===== config.mk =====
export PLATFORM = sky130hd
export DESIGN_NAME = ialu_div_step
export DESIGN_NICKNAME = d
export VERILOG_FILES = /design/src/sv/ialu_pkg.sv /design/src/sv/ialu_div_step.sv
export SDC_FILE = /design/constraint.sdc
export NUM_CORES = 1
export LEC_CHECK = 0
export BUFFER_PORTS_ARGS = -buffer_cell sky130_fd_sc_hd__clkbuf_2
export CORE_AREA = 2 2 209 211
export CTS_BUF_LIST = sky130_fd_sc_hd__clkbuf_2
export CTS_CLUSTER_SIZE = 8
export DETAILED_ROUTE_END_ITERATION = 10
export DIE_AREA = 0 0 211 213
export PLACE_DENSITY_LB_ADDON = 0.05
export SLEW_MARGIN = 30
export SYNTH_ARGS = -nofsm -noshare
export SYNTH_HDL_FRONTEND = slang
export SYNTH_SLANG_ARGS = --single-unit

===== constraint.sdc =====
create_clock -name clk -period 1.2 [get_ports clk]
set_clock_uncertainty 0.2 [all_clocks]
set_input_delay 0.12 -clock clk [delete_from_list [all_inputs] [get_ports clk]]
set_output_delay 0.12 -clock clk [all_outputs]
set_load 0.01 [all_outputs]

===== src/sv/ialu_pkg.sv =====
package ialu_pkg;

    localparam int DATA_WIDTH_DEF = 64;

    typedef enum logic [4:0] {
        OP_ADD  = 5'd0,
        OP_SUB  = 5'd1,
        OP_MUL  = 5'd2,
        OP_SDIV = 5'd3,
        OP_SMOD = 5'd4,
        OP_EQ   = 5'd5,
        OP_NE   = 5'd6,
        OP_LT   = 5'd7,
        OP_LE   = 5'd8,
        OP_GT   = 5'd9,
        OP_GE   = 5'd10,
        OP_BAND = 5'd11,
        OP_BOR  = 5'd12,
        OP_BXOR = 5'd13,
        OP_SHL  = 5'd14,
        OP_SAR  = 5'd15,
        OP_LAND = 5'd16,
        OP_LOR  = 5'd17,
        OP_UDIV = 5'd18,
        OP_UMOD = 5'd19,
        OP_LTU  = 5'd20,
        OP_LEU  = 5'd21,
        OP_GTU  = 5'd22,
        OP_GEU  = 5'd23,
        OP_SHR  = 5'd24,
        OP_NEG  = 5'd25,
        OP_BNOT = 5'd26,
        OP_LNOT = 5'd27
    } op_t;

    localparam logic [1:0] KIND_INT  = 2'd0;
    localparam logic [1:0] KIND_BOOL = 2'd1;

    typedef struct packed {
        op_t  op;
        logic ok;
        logic kind;
        logic qneg;
        logic rneg;
    } ctl_t;

endpackage


===== src/sv/ialu_div_step.sv =====
module ialu_div_step import ialu_pkg::*; #(
    parameter int W = DATA_WIDTH_DEF
) (
    input  logic          clk,
    input  logic          rst_n,
    input  logic          adv,
    input  logic          vld_in,
    input  ctl_t          ctl_in,
    input  logic [W-1:0]  val_in,
    input  logic [W-1:0]  rem_in,
    input  logic [W-1:0]  quo_in,
    input  logic [W-1:0]  dvs_in,
    output logic          vld_reg,
    output ctl_t          ctl_reg,
    output logic [W-1:0]  val_reg,
    output logic [W-1:0]  rem_reg,
    output logic [W-1:0]  quo_reg,
    output logic [W-1:0]  dvs_reg
);

    logic [W:0]   trial;
    logic [W:0]   diff;
    logic         ge;
    logic [W-1:0] rem_next;
    logic [W-1:0] quo_next;

    // one restoring step: shift in the next dividend bit, subtract if it fits
    always_comb
    begin
        trial    = {rem_in, quo_in[W-1]};
        diff     = trial - {1'b0, dvs_in};
        ge       = !diff[W];
        rem_next = ge ? diff[W-1:0] : trial[W-1:0];
        quo_next = {quo_in[W-2:0], ge};
    end

    always_ff @(posedge clk or negedge rst_n)
    begin
        if (!rst_n)
        begin
            vld_reg <= 1'b0;
        end
        else if (adv)
        begin
            vld_reg <= vld_in;
        end
    end

    always_ff @(posedge clk)
    begin
        if (adv)
        begin
            ctl_reg <= ctl_in;
            val_reg <= val_in;
            rem_reg <= rem_next;
            quo_reg <= quo_next;
            dvs_reg <= dvs_in;
        end
    end

endmodule


==> metrics, run 1 <==
outcome=complete, but fails checks; failing checks=negative hold slack, negative setup slack; M1 wire length=between 20000 and 25000 um; Slowest-stage cell, CP=or4b_4; post-route ant nets=0; area of the mapped netlist=approximately 13000 um^2; post-synthesis sequential area ratio=0.606; largest net degree at the start of global routing=28; Clock Latency Late Sink=approximately 0.95 ns; EDFF count, synth=between 200 and 300; worst slew pin tran=~0.6 ns; Async SR Flop Fraction=0.00376; number of buffers created by CTS=76; Port Buffers=between 500 and 600; Worst Hold Class=primary input to flip-flop; DP Worst Slack=-2.50 ns; Yosys top cell area share=0.604; Peak supply drop=slightly below 700 uV; hold-critical path depth=1; clk sinks=266; Synth-to-Final Area Change=84.5%; Detail Placement HPWL=38900 um; final core utilization=0.570; met2 wire len=roughly 26000 um; fill cell count=3754; CTS root buf=clkbuf_2; crit-path most repeated cell=or4b_4; clk slew on worst S/H paths=roughly 0.09 ns; die area=between 40000 and 50000 um^2; Ys Warns=0; post-route setup slack=-1.22 ns; wire length per cell=approximately 19 um; Setup TNS=-323.09 ns; worst relative slew slack=0.595; routed wl met3=between 3000 and 4000 um; Initial Utilization=0.309; RD Place Congestion=approximately 0.83; syn nets=1364; Finish-stage setup viols=590; DRT iter0 DRCs=639; WHS Endpoint=dvs_reg[26]; Core Box Area=around 43000 um^2; Clock Power Share=0.261; hold_ws=-0.912 ns; P_leak=11.2 nW; synthesized area per cell=~13 um^2; Worst setup SP type=primary input; GR Util All Layers=0.231; Mapped Cells=a little over 1000; total power=approximately 28 mW; worst-path maximum fanout=4; area leader, netlist=edfxtp_1; share of cells above drive strength 1=0.481; crit share post-route=2.02; Hold Fails Final Rpt=approximately 110; net switching power=8.54 mW; Worst Path Arrival=slightly below 3 ns; logic gate share of total power=0.317; switching share of power=0.309; unrepaired setup endpoints after global routing=yes; Reg2Reg Depth=1; uppermost layer routed=met5; commonest cells in the netlist=edfxtp_1 (265), inv_1 (87), a21oi_1 (78); Final Max Slew Viols=0; synth top area cells=edfxtp_1 (60%), ha_1 (6.1%), mux2_2 (4.3%); final WL=~54000 um; Final #Nets=around 2600; critical path cell sequence=buf_8 > inv_4 > ha_4 > buf_12 > a21oi_4 > nor2_1 > or4b_4 > or4b_4 > and4_4 > o21ai_2 > buf_4 > a31oi_4 > or3_1 > a31o_2; Max H-tree Level=3; Main synth FF type=edfxtp_1; DR DRC count=0; number of global-route vias before repair=~14000; I/O pins=around 540; global-route wire length before repair=78800 um; Period minus WS final=between 2 and 2.5 ns; synth unique cells=76; GRT overflow=0; R2R Setup Slk=approximately 0.24 ns; Setup CP Type=primary input to flip-flop; Max Buffers Root-to-Sink=3; Max Cap Viol=0; Synth Register Bits=approximately 270; slowest stage delay, CP=approximately 0.52 ns; Die X=between 200 and 250 um; Reg2Reg Launch Point=vld_reg; chip height=213 um; most numerous cell in the Yosys netlist=edfxtp_1; Reg power frac=0.422; initial antenna violation count=9; Pint=around 19 mW; fmax=about 410 MHz; 1st-pass router iterations=6; RR Endpoint=vld_reg; crit end category=flip-flop; # rows=76; WP data required=around 1.7 ns; pwr/cell area=roughly 1100 nW/um^2; worst hold start=dvs_in[26]; vias per cell=approximately 4.6; DR vias=13200; TritonCTS clock tree=yes
## power by group through the flow
stage	clock, mW	combinational (mW)	sequential, mW
2_1_floorplan	0	2.71	12.4
3_3_place_gp	0	6.94	11.8
3_5_place_dp	0	6.95	11.9
4_1_cts	7.55	8.56	11.7
5_1_grt	8.01	9.47	11.8
6_report	7.21	8.77	11.7
## repair_timing
item                                    in CTS  in global routing
buffers inserted                            15                  7
gates cloned                                 5                  0
hold buffers                               346                 19
gates resized for setup                     92                140
endpoints found under the setup margin     331                597
endpoints found under the hold margin      532                186
pin swaps                                   20                 28
## cells by family after synthesis
group,share of synthesized area
buf+inv,0.0397
mux,0.0507
xor+xnor,0.0359
flops,0.606
fa+ha+maj,0.0623
compound gates,0.119
simple gates,0.0868
## worst max path at each step
stage,from,end,slack (ns),cells after the start
after floorplan,dvs_in[9],rem_reg[57],-2.01,16
after global placement,quo_in[63],rem_reg[62],-2.48,17
after detailed placement,dvs_in[0],rem_reg[62],-2.50,16
after CTS,dvs_in[7],rem_reg[20],-1.06,16
after global routing,dvs_in[25],rem_reg[35],-1.17,14
final,dvs_in[24],rem_reg[51],-1.22,14
## routing by layer
metal | vias up | global-route usage
met4 | 4 | 0.0928
met3 | 79 | 0.0685
met1 | 6284 | 0.279
met5 | - | 0
met2 | 410 | 0.387
li1 | 6437 | -
## critical path, delay by kind of cell
kind,cells,cell delay (ns)
simple gates,5,1.60
fa+ha+maj,1,0.21
buf+inv,4,0.40
compound gates,4,0.59
## cell usage in the layout, fill, tap and decap left out, types with 40 or more instances in the layout
cell,n
edfxtp_1,265
a21oi_1,64
dlygate4sd3_1,364
mux2_2,40
ha_1,45
nand2_1,66
buf_4,297
inv_1,80
nor2_1,44
clkbuf_2,585
## final cells by class
class                   count  area, um^2  area share
repair buffers           1222        9220       0.379
flip-flops and latches    266        7980       0.328
multi-input cells         641        5340       0.219
well taps                 546         683      0.0281
clock buffers             106         531      0.0218
inverters                  88         360      0.0148
clock inverters            25         189     0.00777
diodes                      7        17.5    0.000720
repair inverters            1        8.76    0.000360
## metrics by stage
step,instances,area [um^2]
3_5_place_dp,2379,18900
5_1_grt,2900,24300
2_1_floorplan,1030,13400
3_3_place_gp,2379,18900
6_report,2902,24300
4_1_cts,2876,23800
(Power assumes the default switching activity.)
==> inputs of run 2 (changes only) <==
CORE_AREA = 2 2 205 207   (was 2 2 209 211)
CTS_BUF_LIST = sky130_fd_sc_hd__clkbuf_16   (was sky130_fd_sc_hd__clkbuf_2)
DIE_AREA = 0 0 207 209   (was 0 0 211 213)
==> run 2 against run 1 <==
Die area down 3.7%. Global-route usage down 0.56 points. The flow still finishes with violations (negative hold slack, negative setup slack). First-iteration DRC count down 14%. Clock-buffer cell count down 67. Sequential power about the same. Cell count down 6.8%. Maximum frequency down 16%. Flip-flop and latch count unchanged. Sequential share of layout area up 1.1 points. Worst hold slack better by 0.54 ns. Non-clock buffer count down 108.
==> metrics, run 2 (synthesis results as in run 1) <==
final WL=around 50000 um; pwr/cell area=~1300 nW/um^2; wire length per cell=18.6 um; Synth-to-Final Area Change=78.7%; largest net degree at the start of global routing=56; post-route ant nets=0; Finish-stage setup viols=roughly 330; Critical Path Sink=rem_reg[2]; Reg2Reg Depth=1; # rows=75; CTS root buf=clkbuf_16; outcome=complete, but fails checks; 1st-pass router iterations=5; failing checks=negative hold slack, negative setup slack; GR Util All Layers=0.225; Period minus WS final=approximately 2.9 ns; Final Max Slew Viols=0; critical path cell sequence=clkbuf_2 > ha_4 > buf_6 > nand4_4 > nor4b_4 > nand3_1 > o22ai_2 > o21ai_4 > a211oi_2 > or3_4 > and3_4 > clkinv_8 > buf_12 > mux2_4; Max Cap Viol=0; DRT iter0 DRCs=around 550; slowest stage delay, CP=0.38 ns; Max Buffers Root-to-Sink=3; Setup CP Type=primary input to flip-flop; crit end category=flip-flop; hold_ws=-0.368 ns; TritonCTS clock tree=yes; WP data required=1.28 ns; RD Place Congestion=between 0.8 and 0.9; P_leak=roughly 11 nW; fin area=23600 um^2; worst-path maximum fanout=6; fmax=approximately 350 MHz; Slowest-stage cell, CP=nor4b_4; Seq. cell area=between 7000 and 8000 um^2; most frequent cells in the layout=clkbuf_2 (485), buf_4 (285), dlygate4sd3_1 (266), edfxtp_1 (265), inv_1 (90); vias per cell=roughly 4.6; Worst Hold Class=primary input to flip-flop; die area=~43000 um^2; Peak supply drop=between 800 and 900 uV; Reg power frac=0.391; RR Endpoint=vld_reg; worst relative slew slack=0.541; post-route setup slack=-1.68 ns; area of the multi-input gates=around 5400 um^2; logic gate share of total power=0.285; share of cells above drive strength 1=0.481; initial antenna violation count=6; clk slew on worst S/H paths=0.05 ns; chip height=roughly 210 um; worst slew pin tran=0.682 ns; Worst setup SP type=primary input; total power=approximately 30 mW; Reg2Reg Launch Point=vld_reg; Core Box Area=around 41000 um^2; Pint=21.7 mW; cell area after placement=between 15000 and 20000 um^2; DR vias=12400; Hold Fails Final Rpt=5; Clock Latency Late Sink=roughly 0.53 ns; global-route wire length before repair=approximately 75000 um; number of buffers created by CTS=39; Final #Nets=~2500; clk sinks=~270; commonest non-fill, non-tap cell in the layout=clkbuf_2; Clock Power Share=0.324; final core utilization=0.571; crit path from=rem_in[23]; Port Buffers=534; GRT overflow=0; crit share post-route=2.40; Initial Utilization=0.319; fill cell count=roughly 3600; net switching power=8.19 mW; Worst Path Arrival=2.96 ns; switching share of power=0.274; Max H-tree Level=2; Detail Placement HPWL=about 38000 um; I/O pins=about 540; Die X=~210 um; DR DRC count=0; R2R Setup Slk=around 0.25 ns; number of global-route vias before repair=roughly 13000; unrepaired setup endpoints after global routing=yes
[run 2: cell count changes in the layout (fill, tap and decap cells not counted), sizes merged, moves of 4 or more]
cell,previous run,this run
inv,89,100
clkbuf,590,526
diode,7,3
buf,374,361
dlygate4sd3,364,266
clkinv,21,4
[run 2: worst min-delay path by stage]
| stage | startpoint | endpoint | slack, ns | cells past startpoint |
|---|---|---|---|---|
| 2_1_floorplan | rst_n | vld_reg | -0.38 | 0 |
| 3_3_place_gp | rst_n | vld_reg | -0.30 | 1 |
| 3_5_place_dp | rst_n | vld_reg | -0.30 | 1 |
| 4_1_cts | dvs_in[1] | dvs_reg[1] | -0.40 | 1 |
| 5_1_grt | dvs_in[1] | dvs_reg[1] | -0.39 | 1 |
| 6_report | dvs_in[1] | dvs_reg[1] | -0.37 | 1 |
[run 2: area by class of cell]
cell class / count / share of cell area
clock buffer: 39 / 0.0414
clock inverter: 15 / 0.00350
timing repair inverter: 1 / 0.000478
multi-input combinational: 641 / 0.228
timing repair buffer: 1114 / 0.343
tap: 539 / 0.0286
sequential: 266 / 0.339
antenna: 3 / 0.000319
inverter: 88 / 0.0152
[run 2: per-stage QoR]
stage          instances  TNS, ns  worst slack [ns]
6_report            2706  -145.35             -1.68
5_1_grt             2706  -164.56             -1.78
4_1_cts             2705  -310.55             -1.62
3_5_place_dp        2357  -145.91             -2.38
3_3_place_gp        2357  -147.92             -2.35
2_1_floorplan       1030  -122.44             -2.01
[run 2: critical path: cells and delay by family]
kind,cells,cell delay (ns)
adders and majority gates,1,0.30
buffers and inverters,4,0.50
muxes,1,0.30
AOI/OAI and AO/OA,3,0.65
and+or+nand+nor,5,1.07
[run 2: metal layers]
metal	GRT usage	share of wire	wire length, um	up-vias
met5	0	0.00086	43	-
met4	0.0754	0.027	1370	6
met3	0.0654	0.063	3180	75
met2	0.371	0.47	23800	336
met1	0.284	0.43	21800	5901
li1	-	-	-	6088
[run 2: repair_timing]
action,4_1_cts,5_1_grt
cloned,5,1
setup buffers,25,3
hold endpoints to repair,419,6
gates resized for setup,121,122
endpoints found under the setup margin,331,331
pin swaps,24,26
hold buffers,266,1
[run 2: power by group through the flow]
stage                     registers, mW  clock network [mW]  logic (mW)
after floorplan                    12.4                   0        2.71
after global placement             11.9                   0        6.83
after detailed placement           11.9                   0        6.85
after CTS                          11.7                10.0        8.47
after global routing               11.8                10.4        9.17
final                              11.7                9.69        8.53
==> inputs of run 3 (changes only) <==
CELL_PAD_IN_SITES_DETAIL_PLACEMENT = 1   (was default)
CELL_PAD_IN_SITES_GLOBAL_PLACEMENT = 2   (was default)
CORE_AREA = default   (was 2 2 205 207)
CORE_MARGIN = 2   (was default)
CORE_UTILIZATION = 31   (was default)
DIE_AREA = default   (was 0 0 207 209)
SETUP_SLACK_MARGIN = 0.02   (was default)
==> run 3 against run 2 <==
The run still ends with negative hold slack, negative setup slack left. Combinational power grew 9.0%. Highest routed layer unchanged. Clock-buffer cell count unchanged. Via count increased by 4.7%. Clock power up 4%. Sequential power barely moved. Total power grew 4.0%. Critical path type unchanged. Non-clock buffer count up 12. First-iteration DRC count up 3.4%. Flip-flop and latch count stayed put. Register-to-register slack is essentially flat.
==> metrics, run 3 (synthesis results as in run 1) <==
outcome=complete, but fails checks; failing checks=negative hold slack, negative setup slack; GR Util All Layers=0.260; CTS root buf=clkbuf_16; Final Max Slew Viols=0; GRT met2 Usage=0.449; unrepaired setup endpoints after global routing=yes; RR Endpoint=vld_reg; WHS Endpoint=dvs_reg[1]; wire length per cell=roughly 22 um; Max Buffers Root-to-Sink=3; Worst setup SP type=primary input; crit end category=flip-flop; chip height=~210 um; most frequent cells in the layout=clkbuf_2 (457), buf_4 (289), dlygate4sd3_1 (267), edfxtp_1 (265), inv_1 (83); total power=31.1 mW; Reg2Reg Depth=1; area of the multi-input gates=5660 um^2; post-route setup slack=-1.67 ns; I/O pins=535; Worst Hold Class=primary input to flip-flop; post-route ant nets=0; worst hold start=dvs_in[1]; Hold Fails Final Rpt=2; Seq. cell area=7980 um^2; crit share post-route=2.39; initial antenna violation count=8; Peak supply drop=889 uV; Port Buffers=between 500 and 600; R2R Setup Slk=0.25 ns; final WL=between 60000 and 70000 um; Placed Cells=approximately 2400; P_leak=between 10 and 15 nW; cell area after placement=18800 um^2; DR DRC count=0; Core Box Area=roughly 42000 um^2; fin area=around 24000 um^2; pwr/cell area=1280 nW/um^2; fill cell count=approximately 4400; clk sinks=266; Initial Utilization=0.314; Die X=210 um; Worst Path Arrival=about 3.0 ns; share of cells above drive strength 1=0.496; clk slew on worst S/H paths=~0.050 ns; hold_ws=-0.394 ns; worst slew pin tran=roughly 0.50 ns; # rows=75; fmax=349 MHz; Max H-tree Level=2; global routing usage on met1=0.316; number of buffers created by CTS=39; worst relative slew slack=0.662; vias per cell=4.77; WP data required=between 1 and 1.5 ns; commonest non-fill, non-tap cell in the layout=clkbuf_2; Period minus WS final=about 2.9 ns; number of global-route vias before repair=around 14000; GR peak layer=met2; worst-path maximum fanout=6; TritonCTS clock tree=yes; RD Place Congestion=between 0.8 and 0.9; Finish-stage setup viols=roughly 380; largest net degree at the start of global routing=39; global routing usage on met3=0.0672; Reg2Reg Launch Point=vld_reg; Detail Placement HPWL=about 42000 um; Clock Latency Late Sink=between 0.5 and 0.6 ns; crit path from=dvs_in[33]; Final #Nets=around 2500; final non-filler cell total=between 2000 and 3000; hold-critical path depth=1; GRT overflow=0; Setup CP Type=primary input to flip-flop; 1st-pass router iterations=5; DR vias=between 10000 and 15000; die area=around 44000 um^2; DRT iter0 DRCs=between 500 and 600; global-route wire length before repair=just under 90000 um; Max Cap Viol=0; Synth-to-Final Area Change=83.8%
-- run 3: cell types whose count changed in the layout (fill, tap and decap cells not counted), moves of 8 or more --
cell	change
mux2_2	-9
buf_6	+9
mux2_4	+9
clkbuf_2	-28
ha_1	-9
buf_2	+11
ha_4	+8
-- run 3: area by class of cell --
type	count	share of cell area
Multi-Input combinational cell	641	0.233
Tap cell	539	0.0278
Sequential cell	266	0.329
Clock buffer	39	0.0403
Clock inverter	16	0.00429
Antenna cell	5	0.000516
Timing Repair Buffer	1126	0.349
Inverter	88	0.0151
-- run 3: power breakdown --
group | internal (mW) | switching [mW] | leakage (nW)
Clock | 5.82 | 4.27 | 0.561
Combinational | 4.90 | 4.39 | 7.89
Sequential | 11.4 | 0.323 | 2.61
Total | 22.1 | 8.98 | 11.1
-- run 3: how the worst max path moves through the flow --
stage	endpoint	slack, ns	depth (start not counted)
2_1_floorplan	rem_reg[57]	-2.01	16
3_3_place_gp	rem_reg[62]	-2.39	17
3_5_place_dp	rem_reg[62]	-2.42	17
4_1_cts	rem_reg[57]	-1.64	16
5_1_grt	rem_reg[49]	-1.76	16
6_report	rem_reg[41]	-1.67	16
-- run 3: per-stage QoR --
step | setup slack, ns | TNS [ns] | hold WS, ns | util
6_report | -1.67 | -150.26 | -0.394 | 0.578
5_1_grt | -1.76 | -167.19 | -0.408 | 0.578
4_1_cts | -1.64 | -156.60 | -0.419 | 0.556
3_5_place_dp | -2.42 | -147.71 | -0.294 | 0.448
3_3_place_gp | -2.39 | -146.70 | -0.296 | 0.448
2_1_floorplan | -2.01 | -122.44 | -0.376 | -
-- run 3: critical path, cell delays in order --
cell	delay (ns)
clkbuf_2	0.10
inv_1	0.09
ha_4	0.20
a21o_1	0.19
a21o_1	0.20
a21oi_4	0.19
o221ai_1	0.14
o21ba_2	0.32
a211oi_4	0.09
or3_4	0.38
and3_4	0.20
inv_8	0.07
buf_12	0.10
buf_12	0.11
buf_16	0.14
mux2_4	0.30
-- run 3: timing repair --
item,in CTS,in global routing
pin swaps,39,50
endpoints found under the hold margin,485,4
cloned,5,3
hold buffers,265,2
buffers inserted,25,17
setup endpoints to repair,331,357
resized for setup,92,251
-- run 3: routing by layer --
| metal | part of all wire | routed length (um) | up-vias |
|---|---|---|---|
| li1 | - | - | 6112 |
| met1 | 0.40 | 24300 | 6374 |
| met2 | 0.50 | 30000 | 391 |
| met3 | 0.065 | 3940 | 104 |
| met4 | 0.035 | 2090 | 6 |
| met5 | 0.00073 | 44 | - |
